<file path="src/rtl/core/assert_macros.svh">
// Assertion macros for the RTL file that carries checks.
`ifndef ASSERT_MACROS_SVH
`define ASSERT_MACROS_SVH

// Clocked check on clk, off while rst is high.
`define ASSERT_CLK(label, prop, msg) \
  label: assert property (@(posedge clk) disable iff (rst) (prop)) else $error(msg);

// Clocked implication on clk, off while rst is high.
`define ASSERT_IMPL(label, ante, cons, msg) \
  label: assert property (@(posedge clk) disable iff (rst) (ante) |-> (cons)) else $error(msg);

// Implication whose consequent is checked in the cycle after the antecedent.
`define ASSERT_NEXT(label, ante, cons, msg) \
  label: assert property (@(posedge clk) disable iff (rst) (ante) |=> (cons)) else $error(msg);

`endif

</file>
<file path="src/rtl/core/tlb_pkg.sv">
// Package: shared constants and structs of the translation buffer.
`timescale 1ns / 1ps
`default_nettype none
package tlb_pkg;

  localparam int ENTRIES_DEF   = 16;
  localparam int PAGE_BITS_DEF = 20;
  localparam int STAMP_BITS    = 32;

  localparam logic ACT_LOOKUP = 1'b0;
  localparam logic ACT_INSERT = 1'b1;

  // Victim-search token handed from cell to cell.
  typedef struct packed {
    logic valid;  // token present in this stage
    logic free;   // an invalid entry was found
    logic best;   // a candidate is held
  } tok_t;

  // Write command broadcast to every cell.
  typedef struct packed {
    logic upd_stamp;  // matching cell takes the new stamp
    logic upd_ppn;    // matching cell takes the new physical page
    logic fill;       // cell selected by fill_idx is (re)written
  } cmd_t;

endpackage
`default_nettype wire

</file>
<file path="src/rtl/core/tlb_cell.sv">
// One translation entry with its match logic and one stage of the victim-search chain.
`timescale 1ns / 1ps
`default_nettype none
module tlb_cell #(
  parameter int ENTRIES   = tlb_pkg::ENTRIES_DEF,
  parameter int PAGE_BITS = tlb_pkg::PAGE_BITS_DEF,
  parameter int MY_IDX    = 0,
  localparam int IDX_BITS = $clog2(ENTRIES)
) (
  input  logic                            clk,
  input  logic                            rst,
  input  logic [PAGE_BITS-1:0]            vpn_in,
  input  logic [PAGE_BITS-1:0]            ppn_in,
  input  logic [tlb_pkg::STAMP_BITS-1:0]  stamp_in,
  input  tlb_pkg::cmd_t                   cmd,
  input  logic [IDX_BITS-1:0]             fill_idx,
  output logic                            match,
  output logic [PAGE_BITS-1:0]            ppn_hit,
  input  tlb_pkg::tok_t                   tok_in,
  input  logic [IDX_BITS-1:0]             tok_idx_in,
  input  logic [tlb_pkg::STAMP_BITS-1:0]  tok_stamp_in,
  output tlb_pkg::tok_t                   tok_out,
  output logic [IDX_BITS-1:0]             tok_idx_out,
  output logic [tlb_pkg::STAMP_BITS-1:0]  tok_stamp_out
);

  logic                           valid;
  logic [PAGE_BITS-1:0]           vpn;
  logic [PAGE_BITS-1:0]           ppn;
  logic [tlb_pkg::STAMP_BITS-1:0] stamp;

  tlb_pkg::tok_t                  tok_next;
  logic [IDX_BITS-1:0]            tok_idx_next;
  logic [tlb_pkg::STAMP_BITS-1:0] tok_stamp_next;
  logic                           fill_me;

  assign match   = valid && (vpn == vpn_in);
  assign ppn_hit = match ? ppn : '0;
  assign fill_me = cmd.fill && (fill_idx == IDX_BITS'(MY_IDX));

  always_ff @(posedge clk) begin
    if (rst) begin
      valid <= 1'b0;
    end else if (fill_me) begin
      valid <= 1'b1;
    end
  end

  always_ff @(posedge clk) begin
    if (fill_me) begin
      vpn   <= vpn_in;
      ppn   <= ppn_in;
      stamp <= stamp_in;
    end else begin
      if (match && cmd.upd_ppn) begin
        ppn <= ppn_in;
      end
      if (match && cmd.upd_stamp) begin
        stamp <= stamp_in;
      end
    end
  end

  // First free entry wins; otherwise strictly smaller stamp, so ties keep the lower index.
  always_comb begin
    tok_next       = tok_in;
    tok_idx_next   = tok_idx_in;
    tok_stamp_next = tok_stamp_in;
    if (tok_in.valid && !tok_in.free) begin
      if (!valid) begin
        tok_next.free = 1'b1;
        tok_next.best = 1'b1;
        tok_idx_next  = IDX_BITS'(MY_IDX);
      end else if (!tok_in.best || (stamp < tok_stamp_in)) begin
        tok_next.best  = 1'b1;
        tok_idx_next   = IDX_BITS'(MY_IDX);
        tok_stamp_next = stamp;
      end
    end
  end

  always_ff @(posedge clk) begin
    if (rst) begin
      tok_out <= '0;
    end else begin
      tok_out <= tok_next;
    end
  end

  always_ff @(posedge clk) begin
    tok_idx_out   <= tok_idx_next;
    tok_stamp_out <= tok_stamp_next;
  end

endmodule
`default_nettype wire

</file>
<file path="src/rtl/core/tlb_fully_associative_lru.sv">
// Top level: fully associative translation buffer with stamp-based LRU replacement.
//
//   channel   signals                                      direction
//   in        in_valid, in_stall, action,                  request words in
//             virtual_page, physical_page
//   out       out_valid, out_stall, hit, physical_page_out lookup results out
//
// Lookup and insert that hits: after the accept the block compares in S_WORK, then returns to S_IDLE.
// Insert that misses: S_WORK starts a scan; the victim token walks the cell chain one
// cell per cycle in S_SCAN, and the chosen entry is filled as the token leaves the chain.
// A lookup result sits in an output register; a stalled result holds the block in its
// compare state (S_WORK) until the register frees up. Reset clears valid bits and the counter.
`timescale 1ns / 1ps
`default_nettype none
`include "assert_macros.svh"
module tlb_fully_associative_lru #(
  parameter int ENTRIES   = tlb_pkg::ENTRIES_DEF,
  parameter int PAGE_BITS = tlb_pkg::PAGE_BITS_DEF
) (
  input  logic                 clk,
  input  logic                 rst,
  input  logic                 in_valid,
  output logic                 in_stall,
  input  logic                 action,
  input  logic [PAGE_BITS-1:0] virtual_page,
  input  logic [PAGE_BITS-1:0] physical_page,
  output logic                 out_valid,
  input  logic                 out_stall,
  output logic                 hit,
  output logic [PAGE_BITS-1:0] physical_page_out
);

  localparam int IDX_BITS = $clog2(ENTRIES);

  typedef enum logic [2:0] {
    S_IDLE = 3'b001,
    S_WORK = 3'b010,
    S_SCAN = 3'b100
  } state_t;

  state_t                         state;
  state_t                         state_next;
  logic                           act;
  logic [PAGE_BITS-1:0]           vpn;
  logic [PAGE_BITS-1:0]           ppn;
  logic [tlb_pkg::STAMP_BITS-1:0] use_counter;
  logic [tlb_pkg::STAMP_BITS-1:0] stamp_new;

  tlb_pkg::cmd_t                  cmd;
  logic [ENTRIES-1:0]             match_vec;
  logic [PAGE_BITS-1:0]           ppn_hit [ENTRIES];
  logic [PAGE_BITS-1:0]           ppn_sel;
  logic                           any_hit;
  logic                           out_free;
  logic                           commit_lookup;
  logic                           start_scan;

  tlb_pkg::tok_t                  tok_w       [ENTRIES+1];
  logic [IDX_BITS-1:0]            tok_idx_w   [ENTRIES+1];
  logic [tlb_pkg::STAMP_BITS-1:0] tok_stamp_w [ENTRIES+1];

  assign in_stall      = (state != S_IDLE);
  assign any_hit       = |match_vec;
  assign out_free      = !out_valid || !out_stall;
  assign commit_lookup = (state == S_WORK) && (act == tlb_pkg::ACT_LOOKUP) && out_free;
  assign start_scan    = (state == S_WORK) && (act == tlb_pkg::ACT_INSERT) && !any_hit;
  assign stamp_new     = use_counter + tlb_pkg::STAMP_BITS'(1);

  assign cmd.upd_stamp = (state == S_WORK) && any_hit
                         && ((act == tlb_pkg::ACT_INSERT) || out_free);
  assign cmd.upd_ppn   = (state == S_WORK) && any_hit && (act == tlb_pkg::ACT_INSERT);
  assign cmd.fill      = (state == S_SCAN) && tok_w[ENTRIES].valid;

  // At most one cell matches, so an OR picks its page.
  always_comb begin
    ppn_sel = '0;
    for (int i = 0; i < ENTRIES; i++) begin
      ppn_sel = ppn_sel | ppn_hit[i];
    end
  end

  assign tok_w[0].valid = start_scan;
  assign tok_w[0].free  = 1'b0;
  assign tok_w[0].best  = 1'b0;
  assign tok_idx_w[0]   = '0;
  assign tok_stamp_w[0] = '0;

  for (genvar g = 0; g < ENTRIES; g++) begin : g_cell
    tlb_cell #(
      .ENTRIES   (ENTRIES),
      .PAGE_BITS (PAGE_BITS),
      .MY_IDX    (g)
    ) u_cell (
      .clk           (clk),
      .rst           (rst),
      .vpn_in        (vpn),
      .ppn_in        (ppn),
      .stamp_in      (stamp_new),
      .cmd           (cmd),
      .fill_idx      (tok_idx_w[ENTRIES]),
      .match         (match_vec[g]),
      .ppn_hit       (ppn_hit[g]),
      .tok_in        (tok_w[g]),
      .tok_idx_in    (tok_idx_w[g]),
      .tok_stamp_in  (tok_stamp_w[g]),
      .tok_out       (tok_w[g+1]),
      .tok_idx_out   (tok_idx_w[g+1]),
      .tok_stamp_out (tok_stamp_w[g+1])
    );
  end

  always_comb begin
    state_next = state;
    unique case (state)
      S_IDLE: begin
        if (in_valid) begin
          state_next = S_WORK;
        end
      end
      S_WORK: begin
        if (act == tlb_pkg::ACT_LOOKUP) begin
          if (out_free) begin
            state_next = S_IDLE;
          end
        end else if (any_hit) begin
          state_next = S_IDLE;
        end else begin
          state_next = S_SCAN;
        end
      end
      S_SCAN: begin
        if (tok_w[ENTRIES].valid) begin
          state_next = S_IDLE;
        end
      end
      default: state_next = S_IDLE;
    endcase
  end

  always_ff @(posedge clk) begin
    if (rst) begin
      state <= S_IDLE;
    end else begin
      state <= state_next;
    end
  end

  always_ff @(posedge clk) begin
    if (state == S_IDLE && in_valid) begin
      act <= action;
      vpn <= virtual_page;
      ppn <= physical_page;
    end
  end

  always_ff @(posedge clk) begin
    if (rst) begin
      use_counter <= '0;
    end else if (cmd.upd_stamp || cmd.fill) begin
      use_counter <= stamp_new;
    end
  end

  always_ff @(posedge clk) begin
    if (rst) begin
      out_valid <= 1'b0;
    end else if (commit_lookup) begin
      out_valid <= 1'b1;
    end else if (!out_stall) begin
      out_valid <= 1'b0;
    end
  end

  always_ff @(posedge clk) begin
    if (commit_lookup) begin
      hit               <= any_hit;
      physical_page_out <= ppn_sel;
    end
  end

  `ASSERT_CLK(a_match_onehot, $onehot0(match_vec), "more than one entry matches")
  `ASSERT_IMPL(a_tok_in_scan, tok_w[ENTRIES].valid, state == S_SCAN,
               "victim token left the chain outside a scan")
  `ASSERT_NEXT(a_miss_keeps_counter,
               state == S_WORK && act == tlb_pkg::ACT_LOOKUP && !any_hit,
               $stable(use_counter), "lookup miss changed the use counter")
  `ASSERT_IMPL(a_fill_has_slot, cmd.fill, tok_w[ENTRIES].best,
               "fill without a chosen entry")

endmodule
`default_nettype wire

</file>
<file path="config.mk">
export PLATFORM = sky130hd
export DESIGN_NAME = tlb_fully_associative_lru
export DESIGN_NICKNAME = d
export VERILOG_FILES = /design/src/rtl/core/tlb_pkg.sv /design/src/rtl/core/tlb_cell.sv /design/src/rtl/core/tlb_fully_associative_lru.sv
export VERILOG_INCLUDE_DIRS = /design/src /design/src/rtl/core
export SDC_FILE = /design/constraint.sdc
export NUM_CORES = 2
export LEC_CHECK = 0
export BUFFER_PORTS_ARGS = -buffer_cell sky130_fd_sc_hd__buf_2
export CORE_ASPECT_RATIO = 1.5
export CORE_MARGIN = 4
export CORE_UTILIZATION = 40
export DETAILED_ROUTE_END_ITERATION = 8
export HOLD_SLACK_MARGIN = 0.12
export PLACE_DENSITY = 0.6
export RECOVER_POWER = 25
export SETUP_SLACK_MARGIN = 0.2
export SKIP_LAST_GASP = 1
export SLEW_MARGIN = 10
export SYNTH_ARGS = -nofsm -noshare
export SYNTH_HDL_FRONTEND = slang
export SYNTH_SLANG_ARGS = --single-unit
</file>
<file path="constraint.sdc">
create_clock -name clk -period 6.6 [get_ports clk]
set_input_delay 1.32 -clock clk [delete_from_list [all_inputs] [get_ports clk]]
set_output_delay 1.32 -clock clk [all_outputs]
set_load 0.01 [all_outputs]
</file>
==> run_results.csv <==
group,metric,value,unit
synth,yosysSeqAreaShare,0.6560,
timing,finalSetupViolations,0,
floorplanning,die_h,537.2,µm
synth,ys_types,63,
critical_path,endpoint_kind,"flip-flop",
critical_path,reg2reg_slack,0.99,ns
synth,ys_seq_elements,1840,
critical_path,critical_path.startpoint_type,"flip-flop",
floorplanning,initial_core_util,0.4016,
timing,layout_min_cycle_time,5.610,ns
grt,grt_start_max_net_pins,58,
routing,drcViolationCount,0,
grt,grt_pass1_wl,264.0,mm
routing,routed_wl,175.7,mm
placed_design,gp_congestion,0.8101,
timing,drv_slew,177,
timing,grt_setup_unrepaired,"false",
synth,synth-edff-count,1214,
critical_path,r2r_cells,10,
clock_network,cts_resized,0,
routing,via_count,41205,
clock_network,cts_hold_buf,0,
finish,syn2layout_area_growth,13.21,%
clock_network,htreeDepth,4,
critical_path,r2r_end,"g_cell[10].u_cell.stamp[19]$_DFFE_PP_",
floorplanning,die_w,360.8,µm
finish,drive_gt1_frac,0.1534,
timing,skew,0.05752,ns
clock_network,clock_sinks,1840,
clock_network,root_buffer,"clkbuf_16",
clock_network,cts.path.max_buffers,4,
synth,synth.avg_cell_area,14.24,µm²
finish,fin_area,84540,µm²
floorplanning,core,185900,µm²
worst_hold_path,hold-path-endpoint,"g_cell[3].u_cell.tok_idx_out[1]$_DFF_P_",
critical_path,worst_ep_required_time,6.98,ns
timing,tightest_slew,3.016,ns
timing,setup_tns,0,ns
critical_path,r2r-start,"vpn[16]$_DFFE_PP_",
floorplanning,num_rows,194,
routing,antenna_left,0,
synth,synthArstFlopShare,0,
run_status,outcome,"finished, violations left",
grt,track_usage,0.1781,
synth,syn-cell-area,74680,µm²
clock_network,cts_tree,"done",
routing,dr.pass1.iters,5,
timing,min_period_over_period,0.8499,
critical_path,cp_max_fo,32,
worst_hold_path,holdPathStages,1,
timing,finalHoldViolations,0,
grt,antenna_found_initial,1,
critical_path,worstSetupPathType,"reg2reg",
timing,relSlewSlack,-1.011,
routing,avgViaCountPerCell,5.122,
clock_network,clock_latency,0.81,ns
worst_hold_path,hold_path.class,"reg2reg",
power,ir_drop,215.3,µV
synth,synth_flop_cell,"edfxtp_1",
clock_network,cts_setup_buffers,0,
flow_run,maxCapViolations,7,
timing,max_freq,178.3,MHz
floorplanning,boundaryPins,68,
grt,grt-ovfl-total,0,
worst_hold_path,min_from,"g_cell[2].u_cell.tok_idx_out[1]$_SDFF_PN0_",
power,p_leak,29.87,nW
synth,synth_nets,5755,
placed_design,dpl-instance-area,78650,µm²
finish,final_common_cell,"edfxtp_1",
critical_path,worst_ep_arrival_time,5.99,ns
routing,drt_iter0_drc,2584,
finish,regArea,48990,µm²
power,p_per_area,277.3,nW/µm²
timing,whs,0.4130,ns
routing,wl_per_cell,21.84,µm
placed_design,dp_hpwl,120.0,mm
finish,fillCellCount,16496,
placed_design,portBuffers,67,
clock_network,path_clk_slew,0.06,ns
clock_network,numCtsBuffers,176,
finish,layout.nets,5965,
synth,syn_inst,5244,
finish,final_cell_mix,"1,214 x edfxtp_1, 626 x dfxtp_1, 524 x inv_1",
finish,multiInputGateArea,23440,µm²
synth,ys.warnings.count,0,
grt,grt_pass1_vias,42455,
floorplanning,die_area,193800,µm²
run_status,violations,"max-capacitance violations, max-slew violations",
[sequential cells by signal (all words and copies together) (netlist names)]
register and count:
g_cell.u_cell.valid 16, g_cell.u_cell.tok_stamp_out 480, use_counter 32, g_cell.u_cell.vpn 320
g_cell.u_cell.tok_out 45, ppn 20, hit 1, physical_page_out 20
g_cell.u_cell.tok_idx_out 49, out_valid 1, g_cell.u_cell.stamp 512, state 3
g_cell.u_cell.ppn 320, act 1, vpn 20
[synth_stat cells, types with 5 or more instances]
| library cell | count | area share |
|---|---|---|
| a221oi_1 | 82 | 0.0096 |
| a211oi_1 | 15 | 0.0015 |
| o2111ai_1 | 5 | 0.00059 |
| buf_6 | 21 | 0.0032 |
| xnor2_1 | 96 | 0.011 |
| nand3_1 | 76 | 0.0051 |
| buf_4 | 13 | 0.0013 |
| and3_1 | 9 | 0.00075 |
| nor2_1 | 101 | 0.0051 |
| xor2_1 | 255 | 0.030 |
| mux2_2 | 346 | 0.052 |
| mux2_4 | 27 | 0.0054 |
| nor3_1 | 30 | 0.0020 |
| o211ai_1 | 7 | 0.00070 |
| or3_1 | 36 | 0.0030 |
| buf_2 | 53 | 0.0036 |
| nand2b_1 | 32 | 0.0027 |
| a211o_1 | 6 | 0.00070 |
| ha_1 | 466 | 0.078 |
| nand4_1 | 136 | 0.011 |
| a21oi_1 | 190 | 0.013 |
| buf_1 | 5 | 0.00025 |
| a21o_1 | 159 | 0.016 |
| dfxtp_1 | 626 | 0.17 |
| or2_2 | 21 | 0.0018 |
| edfxtp_1 | 1214 | 0.49 |
| nor4_1 | 71 | 0.0059 |
| or4_1 | 5 | 0.00050 |
| mux2_1 | 44 | 0.0066 |
| o221ai_1 | 6 | 0.00070 |
| a31oi_1 | 8 | 0.00067 |
| o31ai_1 | 6 | 0.00060 |
| a21boi_0 | 7 | 0.00070 |
| o21ai_1 | 5 | 0.00034 |
| nor4_2 | 11 | 0.0018 |
| nor2b_1 | 47 | 0.0039 |
| nand2_1 | 115 | 0.0058 |
| o21ai_0 | 138 | 0.0092 |
| clkbuf_1 | 55 | 0.0028 |
| a22o_1 | 80 | 0.0094 |
| inv_1 | 524 | 0.026 |
| o21a_1 | 20 | 0.0020 |
| and2_1 | 40 | 0.0034 |
[cell families (layout without fill, tap and decap cells)]
logic type	Yosys count	count (layout)	synth area share
flip-flops	1840	1840	0.6560
AO/OA/AOI/OAI	754	754	0.06812
AND/OR/NAND/NOR	744	744	0.05491
buffers and inverters	671	1020	0.03738
adder cells (fa/ha/maj)	466	466	0.07808
multiplexers	418	418	0.06437
XOR/XNOR	351	351	0.04117
other	0	2	0
[per-layer routing]
layer  share of wire  vias up  GRT usage
met5               0        -          0
met2            0.54      769     0.3411
met3           0.034      292    0.02117
met1            0.39    20596     0.2046
met4           0.033        0    0.05955
li1                -    19548          -
[stage by stage]
stage	power, mW	utilization	std cells	worst slack, ns
final	23.44	0.4547	8045	0.9905
after global routing	24.22	0.4547	8044	0.7030
after CTS	23.72	0.4553	8043	1.433
after detailed placement	13.21	0.4230	7726	1.479
after global placement	13.20	0.4230	7726	1.485
after floorplan	12.99	-	5244	1.440
[area by class of cell]
| class | count | area share |
|---|---|---|
| Antenna cell | 2 | 0.00005920 |
| Clock buffer | 236 | 0.05877 |
| Clock inverter | 81 | 0.01231 |
| Inverter | 524 | 0.02326 |
| Multi-Input combinational cell | 2733 | 0.2773 |
| Sequential cell | 1840 | 0.5794 |
| Tap cell | 2450 | 0.03626 |
| Timing Repair Buffer | 179 | 0.01264 |
[how the worst max path moves through the flow]
stage | from | to | depth (start not counted)
floorplan | vpn[0]$_DFFE_PP_ | g_cell[6].u_cell.stamp[0]$_DFFE_PP_ | 10
global placement | vpn[4]$_DFFE_PP_ | g_cell[10].u_cell.stamp[3]$_DFFE_PP_ | 9
detailed placement | vpn[1]$_DFFE_PP_ | g_cell[10].u_cell.stamp[1]$_DFFE_PP_ | 10
CTS | vpn[1]$_DFFE_PP_ | g_cell[10].u_cell.stamp[16]$_DFFE_PP_ | 10
global route | vpn[10]$_DFFE_PP_ | g_cell[10].u_cell.stamp[20]$_DFFE_PP_ | 10
finish | vpn[16]$_DFFE_PP_ | g_cell[10].u_cell.stamp[19]$_DFFE_PP_ | 10
[power by group]
part	internal (mW)	switching [mW]	total (mW)
clock	6.23	4.28	10.5
sequential	12.3	0.122	12.5
combinational	0.148	0.323	0.471
[critical path, stage by stage (launching register included)]
cell and delay, ns:
edfxtp_1 0.58, clkbuf_1 1.28, xor2_1 0.15, nor4_1 0.32
nand4_1 0.19, nor4_4 0.28, buf_4 0.45, nor4_1 0.09
nand4_1 0.20, nand2_1 0.54, o21ai_4 1.06
No activity file was read; power rests on OpenSTA's default activity.
